**src/hw/rtl/dplt_pkg.sv**
```systemverilog
// ----------------------------------------------------------------------------
// dplt_pkg
// Types and codes of the DisplayPort link training sequencer.
// ----------------------------------------------------------------------------
`default_nettype none

package dplt_pkg;

  localparam int LANES = 4;

  typedef enum logic [2:0] {
    PH_IDLE = 3'b001,
    PH_CR   = 3'b010,
    PH_EQ   = 3'b100
  } dplt_phase_t;

  localparam logic [2:0] ACT_IGNORED     = 3'd0;
  localparam logic [2:0] ACT_SET_PATTERN = 3'd1;
  localparam logic [2:0] ACT_SET_LEVELS  = 3'd2;
  localparam logic [2:0] ACT_DONE        = 3'd3;
  localparam logic [2:0] ACT_FAILED      = 3'd4;

  localparam logic [2:0] FAIL_NONE      = 3'd0;
  localparam logic [2:0] FAIL_READ      = 3'd1;
  localparam logic [2:0] FAIL_MAX_SWING = 3'd2;
  localparam logic [2:0] FAIL_CR_RETRY  = 3'd3;
  localparam logic [2:0] FAIL_EQ_RETRY  = 3'd4;

  localparam logic [1:0] PAT_OFF = 2'd0;
  localparam logic [1:0] PAT_1   = 2'd1;
  localparam logic [1:0] PAT_2   = 2'd2;
  localparam logic [1:0] PAT_3   = 2'd3;

  localparam logic [1:0] LEVEL_MAX = 2'd3;

  localparam logic CFG_NUM_LANES = 1'b0;
  localparam logic CFG_PATTERN3  = 1'b1;

  typedef struct packed {
    logic             mode;
    logic             status_read_ok;
    logic [LANES-1:0] lane_cr_done;
    logic [LANES-1:0] lane_eq_done;
    logic             lanes_aligned;
    logic [7:0]       req_voltage;
    logic [7:0]       req_preemph;
  } dplt_item_t;

  typedef struct packed {
    dplt_phase_t phase;
    logic [2:0]  try_count;
    logic [1:0]  prev_voltage;
    logic        prev_voltage_valid;
    logic [1:0]  voltage_level;
    logic [1:0]  preemph_level;
    logic        swing_at_max;
    logic        preemph_at_max;
  } dplt_state_t;

  localparam dplt_state_t STATE_RESET = '{phase: PH_IDLE, default: '0};

  typedef struct packed {
    logic [2:0] action;
    logic [1:0] pattern;
    logic [1:0] drive_voltage;
    logic [1:0] drive_preemph;
    logic       swing_max_flag;
    logic       preemph_max_flag;
    logic [2:0] fail_reason;
  } dplt_result_t;

endpackage

`default_nettype wire

```
**src/hw/rtl/dplt_step.sv**
```systemverilog
// ----------------------------------------------------------------------------
// dplt_step
// Decision logic for one item: next training state and the result.
// ----------------------------------------------------------------------------
`default_nettype none

module dplt_step #(
  parameter int MAX_LANES             = 4,
  parameter int CR_SAME_VOLTAGE_LIMIT = 5,
  parameter int EQ_RETRY_LIMIT        = 5
) (
  input  dplt_pkg::dplt_state_t  st,
  input  dplt_pkg::dplt_item_t   item,
  input  logic [2:0]             num_lanes,
  input  logic                   pattern3_allowed,
  output dplt_pkg::dplt_state_t  st_next,
  output dplt_pkg::dplt_result_t res
);
  import dplt_pkg::*;

  localparam logic [2:0] MaxLanes   = 3'(MAX_LANES);
  localparam logic [2:0] CrSameLim  = 3'(CR_SAME_VOLTAGE_LIMIT);
  localparam logic [2:0] EqRetryLim = 3'(EQ_RETRY_LIMIT);

  logic [2:0]       n_eff;
  logic [LANES-1:0] mask;
  logic [1:0]       vmax;
  logic [1:0]       pmax;
  logic [1:0]       eq_pat;
  logic             cr_all;
  logic             eq_all;
  logic [2:0]       try_inc;
  logic             show_levels;

  always_comb begin
    n_eff = num_lanes;
    if (n_eff == 3'd0) begin
      n_eff = 3'd1;
    end
    if (n_eff > MaxLanes) begin
      n_eff = MaxLanes;
    end
    for (int k = 0; k < LANES; k++) begin
      mask[k] = 3'(k) < n_eff;
    end
  end

  always_comb begin
    vmax = '0;
    pmax = '0;
    for (int k = 0; k < LANES; k++) begin
      if (mask[k] && item.req_voltage[2*k +: 2] > vmax) begin
        vmax = item.req_voltage[2*k +: 2];
      end
      if (mask[k] && item.req_preemph[2*k +: 2] > pmax) begin
        pmax = item.req_preemph[2*k +: 2];
      end
    end
  end

  assign eq_pat  = pattern3_allowed ? PAT_3 : PAT_2;
  assign cr_all  = (item.lane_cr_done & mask) == mask;
  assign eq_all  = (item.lane_eq_done & mask) == mask;
  assign try_inc = st.try_count + 3'd1;

  always_comb begin
    st_next     = st;
    res         = '0;
    show_levels = 1'b1;
    if (!item.mode) begin
      st_next       = STATE_RESET;
      st_next.phase = PH_CR;
      res.action    = ACT_SET_PATTERN;
      res.pattern   = PAT_1;
    end else begin
      case (st.phase)
        PH_CR: begin
          if (!item.status_read_ok) begin
            st_next.phase   = PH_IDLE;
            res.action      = ACT_FAILED;
            res.fail_reason = FAIL_READ;
          end else if (cr_all) begin
            st_next.phase     = PH_EQ;
            st_next.try_count = '0;
            res.action        = ACT_SET_PATTERN;
            res.pattern       = eq_pat;
          end else if (st.swing_at_max) begin
            st_next.phase   = PH_IDLE;
            res.action      = ACT_FAILED;
            res.fail_reason = FAIL_MAX_SWING;
          end else if (st.prev_voltage_valid && st.prev_voltage == st.voltage_level
                       && try_inc == CrSameLim) begin
            st_next.try_count = try_inc;
            st_next.phase     = PH_IDLE;
            res.action        = ACT_FAILED;
            res.fail_reason   = FAIL_CR_RETRY;
          end else begin
            if (st.prev_voltage_valid && st.prev_voltage == st.voltage_level) begin
              st_next.try_count = try_inc;
            end else begin
              st_next.try_count = '0;
            end
            st_next.prev_voltage       = st.voltage_level;
            st_next.prev_voltage_valid = 1'b1;
            st_next.voltage_level      = vmax;
            st_next.preemph_level      = pmax;
            st_next.swing_at_max       = vmax >= LEVEL_MAX;
            st_next.preemph_at_max     = pmax >= LEVEL_MAX;
            res.action                 = ACT_SET_LEVELS;
            res.pattern                = PAT_1;
          end
        end
        PH_EQ: begin
          if (!item.status_read_ok) begin
            st_next.phase   = PH_IDLE;
            res.action      = ACT_FAILED;
            res.fail_reason = FAIL_READ;
          end else if (cr_all && eq_all && item.lanes_aligned) begin
            st_next.phase = PH_IDLE;
            res.action    = ACT_DONE;
          end else if (st.try_count > EqRetryLim) begin
            st_next.phase   = PH_IDLE;
            res.action      = ACT_FAILED;
            res.fail_reason = FAIL_EQ_RETRY;
          end else begin
            st_next.voltage_level  = vmax;
            st_next.preemph_level  = pmax;
            st_next.swing_at_max   = vmax >= LEVEL_MAX;
            st_next.preemph_at_max = pmax >= LEVEL_MAX;
            st_next.try_count      = try_inc;
            res.action             = ACT_SET_LEVELS;
            res.pattern            = eq_pat;
          end
        end
        default: begin
          st_next.phase = PH_IDLE;
          show_levels   = 1'b0;
        end
      endcase
    end
    if (show_levels) begin
      res.drive_voltage    = st_next.voltage_level;
      res.drive_preemph    = st_next.preemph_level;
      res.swing_max_flag   = st_next.swing_at_max;
      res.preemph_max_flag = st_next.preemph_at_max;
    end
  end

endmodule

`default_nettype wire

```
**src/hw/rtl/dp_link_training_sequencer_top.sv**
```systemverilog
// ----------------------------------------------------------------------------
// dp_link_training_sequencer_top
// Source-side DisplayPort link training sequencer.
//
//   Channel   Dir  Handshake                  Carries
//   s_axis    in   s_axis_tvalid/tready       start or sink status report
//   m_axis    out  m_axis_tvalid/tready       one action per item
//   cfg       in   cfg_valid/cfg_ready        num_lanes, pattern3_allowed
//
// One item per cycle sustained while m_axis_tready is high; the input register
// and the result register lie around the decision from input to result.
// rst clears the handshake, the training state and the registers.
// A stalled result holds the input register; cfg_ready is always high.
// ----------------------------------------------------------------------------
`default_nettype none

module dp_link_training_sequencer_top #(
  parameter int MAX_LANES             = 4,
  parameter int CR_SAME_VOLTAGE_LIMIT = 5,
  parameter int EQ_RETRY_LIMIT        = 5
) (
  input  logic        clk,
  input  logic        rst,
  input  logic        s_axis_tvalid,
  output logic        s_axis_tready,
  // status_read_ok, lane_cr_done[4], lane_eq_done[4], lanes_aligned,
  // req_voltage[8], req_preemph[8], zero fill
  input  logic [31:0] s_axis_tdata,
  // mode
  input  logic        s_axis_tuser,
  output logic        m_axis_tvalid,
  input  logic        m_axis_tready,
  // pattern[2], drive_voltage[2], drive_preemph[2], swing_max_flag,
  // preemph_max_flag, fail_reason[3], zero fill
  output logic [15:0] m_axis_tdata,
  // action
  output logic [2:0]  m_axis_tuser,
  input  logic        cfg_valid,
  output logic        cfg_ready,
  input  logic        cfg_index,
  input  logic [2:0]  cfg_data
);
  import dplt_pkg::*;

  logic         in_valid;
  dplt_item_t   in_item;
  logic [2:0]   num_lanes;
  logic         pattern3_allowed;
  dplt_state_t  st;
  dplt_state_t  st_next;
  dplt_result_t res;
  logic         out_valid;
  dplt_result_t out_res;
  logic         advance;

  assign cfg_ready     = 1'b1;
  assign advance       = in_valid && (!out_valid || m_axis_tready);
  assign s_axis_tready = !in_valid || advance;

  always_ff @(posedge clk) begin
    if (rst) begin
      num_lanes        <= 3'd1;
      pattern3_allowed <= 1'b0;
    end else if (cfg_valid && cfg_ready) begin
      case (cfg_index)
        CFG_NUM_LANES: num_lanes <= cfg_data;
        CFG_PATTERN3:  pattern3_allowed <= cfg_data[0];
        default: begin
        end
      endcase
    end
  end

  always_ff @(posedge clk) begin
    if (rst) begin
      in_valid <= 1'b0;
    end else if (s_axis_tready) begin
      in_valid <= s_axis_tvalid;
    end
  end

  always_ff @(posedge clk) begin
    if (s_axis_tvalid && s_axis_tready) begin
      in_item <= '{mode:           s_axis_tuser,
                   status_read_ok: s_axis_tdata[0],
                   lane_cr_done:   s_axis_tdata[4:1],
                   lane_eq_done:   s_axis_tdata[8:5],
                   lanes_aligned:  s_axis_tdata[9],
                   req_voltage:    s_axis_tdata[17:10],
                   req_preemph:    s_axis_tdata[25:18]};
    end
  end

  dplt_step #(
    .MAX_LANES             (MAX_LANES),
    .CR_SAME_VOLTAGE_LIMIT (CR_SAME_VOLTAGE_LIMIT),
    .EQ_RETRY_LIMIT        (EQ_RETRY_LIMIT)
  ) u_step (
    .st               (st),
    .item             (in_item),
    .num_lanes        (num_lanes),
    .pattern3_allowed (pattern3_allowed),
    .st_next          (st_next),
    .res              (res)
  );

  always_ff @(posedge clk) begin
    if (rst) begin
      st <= STATE_RESET;
    end else if (advance) begin
      st <= st_next;
    end
  end

  always_ff @(posedge clk) begin
    if (rst) begin
      out_valid <= 1'b0;
    end else if (advance) begin
      out_valid <= 1'b1;
    end else if (m_axis_tready) begin
      out_valid <= 1'b0;
    end
  end

  always_ff @(posedge clk) begin
    if (advance) begin
      out_res <= res;
    end
  end

  assign m_axis_tvalid = out_valid;
  assign m_axis_tuser  = out_res.action;
  assign m_axis_tdata  = {5'b0, out_res.fail_reason, out_res.preemph_max_flag,
                          out_res.swing_max_flag, out_res.drive_preemph,
                          out_res.drive_voltage, out_res.pattern};

endmodule

`default_nettype wire

```
**config.mk**
```make
export PLATFORM = sky130hd
export DESIGN_NAME = dp_link_training_sequencer_top
export DESIGN_NICKNAME = d
export VERILOG_FILES = /design/src/hw/rtl/dplt_pkg.sv /design/src/hw/rtl/dplt_step.sv /design/src/hw/rtl/dp_link_training_sequencer_top.sv
export SDC_FILE = /design/constraint.sdc
export NUM_CORES = 1
export LEC_CHECK = 0
export CELL_PAD_IN_SITES_DETAIL_PLACEMENT = 1
export CELL_PAD_IN_SITES_GLOBAL_PLACEMENT = 2
export CORE_MARGIN = 2
export CORE_UTILIZATION = 39
export CTS_CLUSTER_SIZE = 10
export DETAILED_ROUTE_END_ITERATION = 10
export DONT_BUFFER_PORTS = 1
export GPL_ROUTABILITY_DRIVEN = 1
export PLACE_DENSITY_LB_ADDON = 0.15
export SLEW_MARGIN = 20
export SYNTH_ARGS = -nofsm -noshare
export SYNTH_HDL_FRONTEND = slang
export SYNTH_SLANG_ARGS = --single-unit
```
**constraint.sdc**
```tcl
create_clock -name clk -period 4.41 [get_ports clk]
set_input_delay 0.2205 -clock clk [delete_from_list [all_inputs] [get_ports clk]]
set_output_delay 0.2205 -clock clk [all_outputs]
set_load 0.05 [all_outputs]
```
# Yosys cells after proc, flatten, opt, wreduce, memory -nomap -nowiden
# Cells that the tools add are included.
dict set report word_totals {
  register_bits 62
  latchBits 0
  ramBits 0
  mem_bits_ro 0
  inputBits 42
  wordCells 152
  mem_count 0
}
dict set report classes {
  add_sub_neg 1
  multipliers 0
  n_div 0
  n_lt_le_gt_ge 16
  eq_ne 19
  n_shift 0
  mux 61
  n_bitwise 3
  reduce_logical 26
}
# cell n
set op_table {}
lappend op_table {{two-way mux 3 bit} 26}
lappend op_table {{two-way mux 2 bit} 14}
lappend op_table {{two-way mux 12 bit} 2}
lappend op_table {{two-way mux 6 bit} 4}
lappend op_table {{two-way mux 9 bit} 2}
lappend op_table {{one-hot mux 3 bit (2 select lines)} 3}
lappend op_table {{two-way mux 15 bit} 1}
lappend op_table {{logical AND 1 bit} 14}
lappend op_table {{greater-than comparator 2 bit} 6}
lappend op_table {{!= test 3 bit (second input constant)} 4}
lappend op_table {{one-hot mux 6 bit (2 select lines)} 1}
lappend op_table {{one-hot mux 5 bit (2 select lines)} 1}
lappend op_table {{bitwise AND 4 bit} 2}
lappend op_table {{equality test 4 bit} 2}
lappend op_table {{!= test 2 bit (second input constant)} 4}
lappend op_table {{AND reduction 7 bit} 1}
lappend op_table {{equality test 3 bit (second input constant)} 2}
lappend op_table {{greater-than comparator 3 bit (second input constant)} 2}
lappend op_table {{< comparator 1 x 3 -> 1 bit (first input constant)} 2}
lappend op_table {{< comparator 2 x 3 -> 1 bit (first input constant)} 2}
lappend op_table {{two-way mux 1 bit} 6}
lappend op_table {{!= test 6 x 4 -> 1 bit (second input constant)} 1}
lappend op_table {{AND reduction 6 bit} 1}
lappend op_table {{two-way mux 5 bit} 1}
lappend op_table {{17 further kinds} 22}

# Depth between registers and ports, before layout
dict set report depth {
  ltp_word 23
  depth_mapped 19
}

# Modules after synthesis
# Synthesis repeated with hierarchy kept, for this count alone.
dict set report unflattened {
  cells_unflattened 371
  area_unflattened_um2 3673.5
}
# mod instances cells_each area_per_inst_um2
set modules_own_cells {}
lappend modules_own_cells {dp_link_training_sequencer_top 1 140 2199.6}
lappend modules_own_cells {dplt_step 1 231 1473.9}

# Worst setup path after synthesis
# OpenSTA, ideal clock, no wires.
dict set report synth_timing {
  kind {register -> register}
  from {register in_item[11] in the netlist's numbering}
  to {register out_res, in the netlist m_axis_tdata[6] (data pin)}
  setup_time_ps 258
  arrival_ps 3500
  path_slack_ps 651
  path_stages_with_launch 17
  n_path_buf 0
  synth_period_minus_slack_ps 3759
  cell_sequence {edfxtp_1 -> ha_1 -> nor2b_1 -> o221ai_1 -> mux2i_1 -> ha_1 -> nor2b_1 -> o211ai_1 -> nor2_1 -> a21oi_1 -> inv_1 -> ha_1 -> nor2b_1 -> o211ai_1 -> mux2_2 -> a31o_2 -> nor2b_1}
}
dict set report synth_via {
  elab_chain_len 16
}
# item line_no
set synth_lines {}
lappend synth_lines {{from (decl)} dp_link_training_sequencer_top.sv:46} ;# dplt_item_t in_item;
lappend synth_lines {{from (signal assigned)} dp_link_training_sequencer_top.sv:84} ;# in_item <= '{mode: s_axis_tuser,
lappend synth_lines {{greater-than comparator 2 bit} dplt_step.sv:52} ;# if (mask[k] && item.req_voltage[2*k +: 2] > vmax) begin
lappend synth_lines {{logical AND 1 bit} dplt_step.sv:52}
lappend synth_lines {{two-way mux 2 bit *} dplt_step.sv:52}
lappend synth_lines {{greater-than comparator 2 bit} dplt_step.sv:52}
lappend synth_lines {{logical AND 1 bit} dplt_step.sv:52}
lappend synth_lines {{two-way mux 2 bit *} dplt_step.sv:52}
lappend synth_lines {{greater-than comparator 2 bit} dplt_step.sv:52}
lappend synth_lines {{logical AND 1 bit} dplt_step.sv:52}
lappend synth_lines {{two-way mux 2 bit *} dplt_step.sv:52}
lappend synth_lines {{>= comparator 2 bit *} {dplt_step.sv:107, dplt_step.sv:128}}
lappend synth_lines {{two-way mux 9 bit} dplt_step.sv:91} ;# end else if (st.prev_voltage_valid && st.prev_voltage == st.voltage_level
lappend synth_lines {{two-way mux 12 bit} dplt_step.sv:87} ;# end else if (st.swing_at_max) begin
lappend synth_lines {{two-way mux 9 bit} dplt_step.sv:82} ;# end else if (cr_all) begin
lappend synth_lines {{two-way mux 12 bit} dplt_step.sv:78} ;# if (!item.status_read_ok) begin
lappend synth_lines {{one-hot mux 6 bit (2 select lines) *} dplt_step.sv:76} ;# case (st.phase)
lappend synth_lines {{two-way mux 15 bit *} dplt_step.sv:70} ;# if (!item.mode) begin
lappend synth_lines {{to (signal assigned)} dp_link_training_sequencer_top.sv:127} ;# out_res <= res;
lappend synth_lines {{to (decl)} dp_link_training_sequencer_top.sv:53} ;# dplt_result_t out_res;
# Mark *: on every way between the ends. The rest lies on a longest branch, timed or not. The select of a mux whose other input is x is not followed.
# A chain may end at the register's enable or synchronous reset.

# Worst setup path after layout
dict set report layout_timing {
  from {register in_item[3] in the netlist's numbering}
  to {register out_res, in the netlist m_axis_tdata[7] (data pin)}
}
dict set report layout_via {
  elab_chain_len 16
}
# item line_no
set layout_lines {}
lappend layout_lines {{greater-than comparator 2 bit} dplt_step.sv:55} ;# if (mask[k] && item.req_preemph[2*k +: 2] > pmax) begin
lappend layout_lines {{logical AND 1 bit} dplt_step.sv:55}
lappend layout_lines {{two-way mux 2 bit *} dplt_step.sv:55}
lappend layout_lines {{greater-than comparator 2 bit} dplt_step.sv:55}
lappend layout_lines {{logical AND 1 bit} dplt_step.sv:55}
lappend layout_lines {{two-way mux 2 bit *} dplt_step.sv:55}
lappend layout_lines {{greater-than comparator 2 bit} dplt_step.sv:55}
lappend layout_lines {{logical AND 1 bit} dplt_step.sv:55}
lappend layout_lines {{two-way mux 2 bit *} dplt_step.sv:55}
lappend layout_lines {{>= comparator 2 bit *} {dplt_step.sv:108, dplt_step.sv:129}}
lappend layout_lines {{two-way mux 9 bit} dplt_step.sv:91}
lappend layout_lines {{two-way mux 12 bit} dplt_step.sv:87}
lappend layout_lines {{two-way mux 9 bit} dplt_step.sv:82}
lappend layout_lines {{two-way mux 12 bit} dplt_step.sv:78}
lappend layout_lines {{one-hot mux 6 bit (2 select lines) *} dplt_step.sv:76}
lappend layout_lines {{two-way mux 15 bit *} dplt_step.sv:70}
# Marks and branches as above.

==> impl_metrics.json <==
{
  "whs_ps": 25.8,
  "synthCells": 306,
  "timing.critical_path.fanout_max": 5,
  "hold_viol_final": 0,
  "synth-edff-count": 41,
  "ys.flop_type": "edfxtp_1",
  "yosysSeqAreaShare_pct": 52.4,
  "finClkSkew_ps": 6.87,
  "instances_no_fill": 442,
  "io_pins": 64,
  "synth_area_leaders": "edfxtp_1 39%, dfxtp_1 13%, ha_1 5.6%, nor2_1 4.5%, nand2_1 3.2%",
  "yosysTopAreaCellShare_pct": 39.1,
  "initial_utilization_pct": 40.6,
  "power_density_mw_per_mm2": 364,
  "final_max_slew_viol_count": 0,
  "core_area_mm2": 0.00777,
  "slowest_delay_ps": 390,
  "cts_tree": "done",
  "nets": 391,
  "layout_commonest_cell": "edfxtp_1",
  "grt_max_degree": 28,
  "place_inst": 396,
  "die_w_um": 93.9,
  "grt_setup_unrepaired": "yes",
  "multiInputGateArea_mm2": 0.00138,
  "fmax_ghz": 0.244,
  "avgSynthCellArea_um2": 10.3,
  "worst_setup_path_start_kind": "flop",
  "final_layout_size_suffix_gt1_share_pct": 9.12,
  "dieArea_mm2": 0.00882,
  "grt_pass1_wl_mm": 11.8,
  "worst_pin_slew_ps": 701,
  "vias": 2365,
  "placementRows": 32,
  "period_needed_ps": 4100,
  "postRouteWirelength_mm": 7.36,
  "leakagePower_uw": 0.00141,
  "routed_via_density": 5.35,
  "busiest_layer": "met2",
  "placed_cell_area_mm2": 0.00321,
  "outcome": "completed",
  "clk_pin_slew_ps": 70,
  "grt_overflow": 0,
  "clock-root-buffer": "clkbuf_8",
  "drt_iter0_markers": 79,
  "route.detailed.drc": 0,
  "worstSetupPathType": "flop to flop",
  "antenna_found_initial": 0,
  "rr_worst_depth": 17,
  "yosys_warnings": 0,
  "fin_crit_sh_pct": 93.0,
  "grt.met2_usage_pct": 29.3,
  "gp_congestion": 0.817,
  "die_h_um": 93.9,
  "hold_class": "input port to flop",
  "area_delta_synth_final_pct": 18.5,
  "critPathRequiredTime_ps": 4610,
  "final_cell_mix": "41 x edfxtp_1, 38 x nor2_1, 30 x dlygate4sd3_1, 27 x nand2_1, 21 x dfxtp_1",
  "clk_latency_ps": 350,
  "ant_nets": 0,
  "firstDrtPassIters": 4,
  "place.port_buffers": 0,
  "final-seq-area_mm2": 0.00165,
  "setup_viol": 0,
  "ys_ff_latch": 62,
  "yosysTopAreaCell": "edfxtp_1",
  "fin_area_mm2": 0.00373,
  "n_antenna_cell": 0,
  "cp.arrival_ps": 4300,
  "endpoint_kind": "flop",
  "slew-limit-headroom_pct": 53.3,
  "fin_util_pct": 48.1,
  "place_hpwl_mm": 5.26,
  "cts_num_sinks": 62,
  "nFillCells": 863,
  "grt.total_usage_pct": 17.8,
  "cts_made_buffers": 9,
  "drv_cap": 0,
  "async_flop_share_pct": 0,
  "min_path_cells": 2,
  "cpMaxStageDelayCell": "edfxtp_1",
  "grt_pass1_vias": 2408,
  "wl_per_cell_um": 16.7,
  "htree_num_levels": 3,
  "ir_drop_v": 0.000253,
  "grt.met1_usage_pct": 22.1,
  "synth_cell_types": 55,
  "met3_usage_pct": 3.69,
  "clock_path_buffers": 2,
  "path_cells": "ha_1 > nor2b_1 > o221ai_1 > mux2i_1 > ha_1 > nor2b_1 > o211ai_1 > nor2_1 > a21o_1 > ha_1 > nor2b_1 > o211ai_1 > nor2_1 > a21oi_1 > o211a_1 > nand2_1 > a21oi_1",
  "synth_area_mm2": 0.00315
}
cells in the mapped netlist, types with 5 or more instances:
| cell | count |
|---|---|
| mux2i_1 | 9 |
| ha_1 | 14 |
| buf_4 | 6 |
| clkbuf_1 | 7 |
| nand2_1 | 27 |
| o21ai_0 | 14 |
| nor3_1 | 5 |
| edfxtp_1 | 41 |
| a21oi_1 | 12 |
| dfxtp_1 | 21 |
| nor2b_1 | 12 |
| nor2_1 | 38 |
| inv_1 | 17 |
| nand3_1 | 13 |
final timing paths:
check,startpoint,to,slack [ps]
setup reg to reg,in_item[3],m_axis_tdata[7],310
setup / recovery,in_item[3],m_axis_tdata[7],310
hold reg to reg,st[0],st[0],480
hold / removal,cfg_data[1],num_lanes[1],30
kinds of logic (layout without fill, tap and decap cells):
logic type      Yosys count  in the layout  share of synthesized area [%]
simple gates            117            117                           18.5
compound gates           64             64                           14.1
flops                    62             62                           52.4
buf+inv                  33             63                           4.76
fa+ha+maj                14             14                           5.56
mux                      11             11                           3.57
xor+xnor                  3              3                          0.834
other cells               2              6                          0.238
metal layers:
layer  part of all wire [%]  wire length (um)
met1                     45              3350
met2                     49              3590
met3                    3.6               264
met4                    2.2               163
met5                      0                 0
cell type report:
type	instances	share of cell area, %
clock buffer	10	3.42
clock inverter	6	2.31
inverter	17	1.71
multi-input combinational	215	36.9
sequential	62	44.2
tap	102	3.42
timing repair buffer	30	8.04
critical path, delay by kind of cell, from the launching register on:
kind / cells / cell delay (ps)
compound gates: 7 / 1680
fa+ha+maj: 3 / 920
flops: 1 / 390
mux: 1 / 340
simple gates: 6 / 610
flip-flops by register name, indices dropped and copies added (netlist names):
register	flops
m_axis_tdata	11
m_axis_tuser	3
in_valid	1
st	15
num_lanes	3
m_axis_tvalid	1
in_item	27
pattern3_allowed	1
per-stage QoR:
step	setup TNS (ps)	power [uW]	worst slack, ps
4_1_cts	0	1370	263
6_report	0	1360	311
2_1_floorplan	0	780	651
3_5_place_dp	0	801	283
3_3_place_gp	0	795	410
5_1_grt	-24.8	1410	-18.0
where the power goes:
part | switching (uW) | internal [uW]
registers | 38.5 | 646
logic | 75.2 | 52.2
clock network | 229 | 317
what timing repair did:
action,CTS,global route
gates resized for setup,0,2
endpoints found under the setup margin,0,2
setup buffers,0,0
endpoints found under the hold margin,38,0
hold buffers,30,0
(Power assumes the default switching activity.)
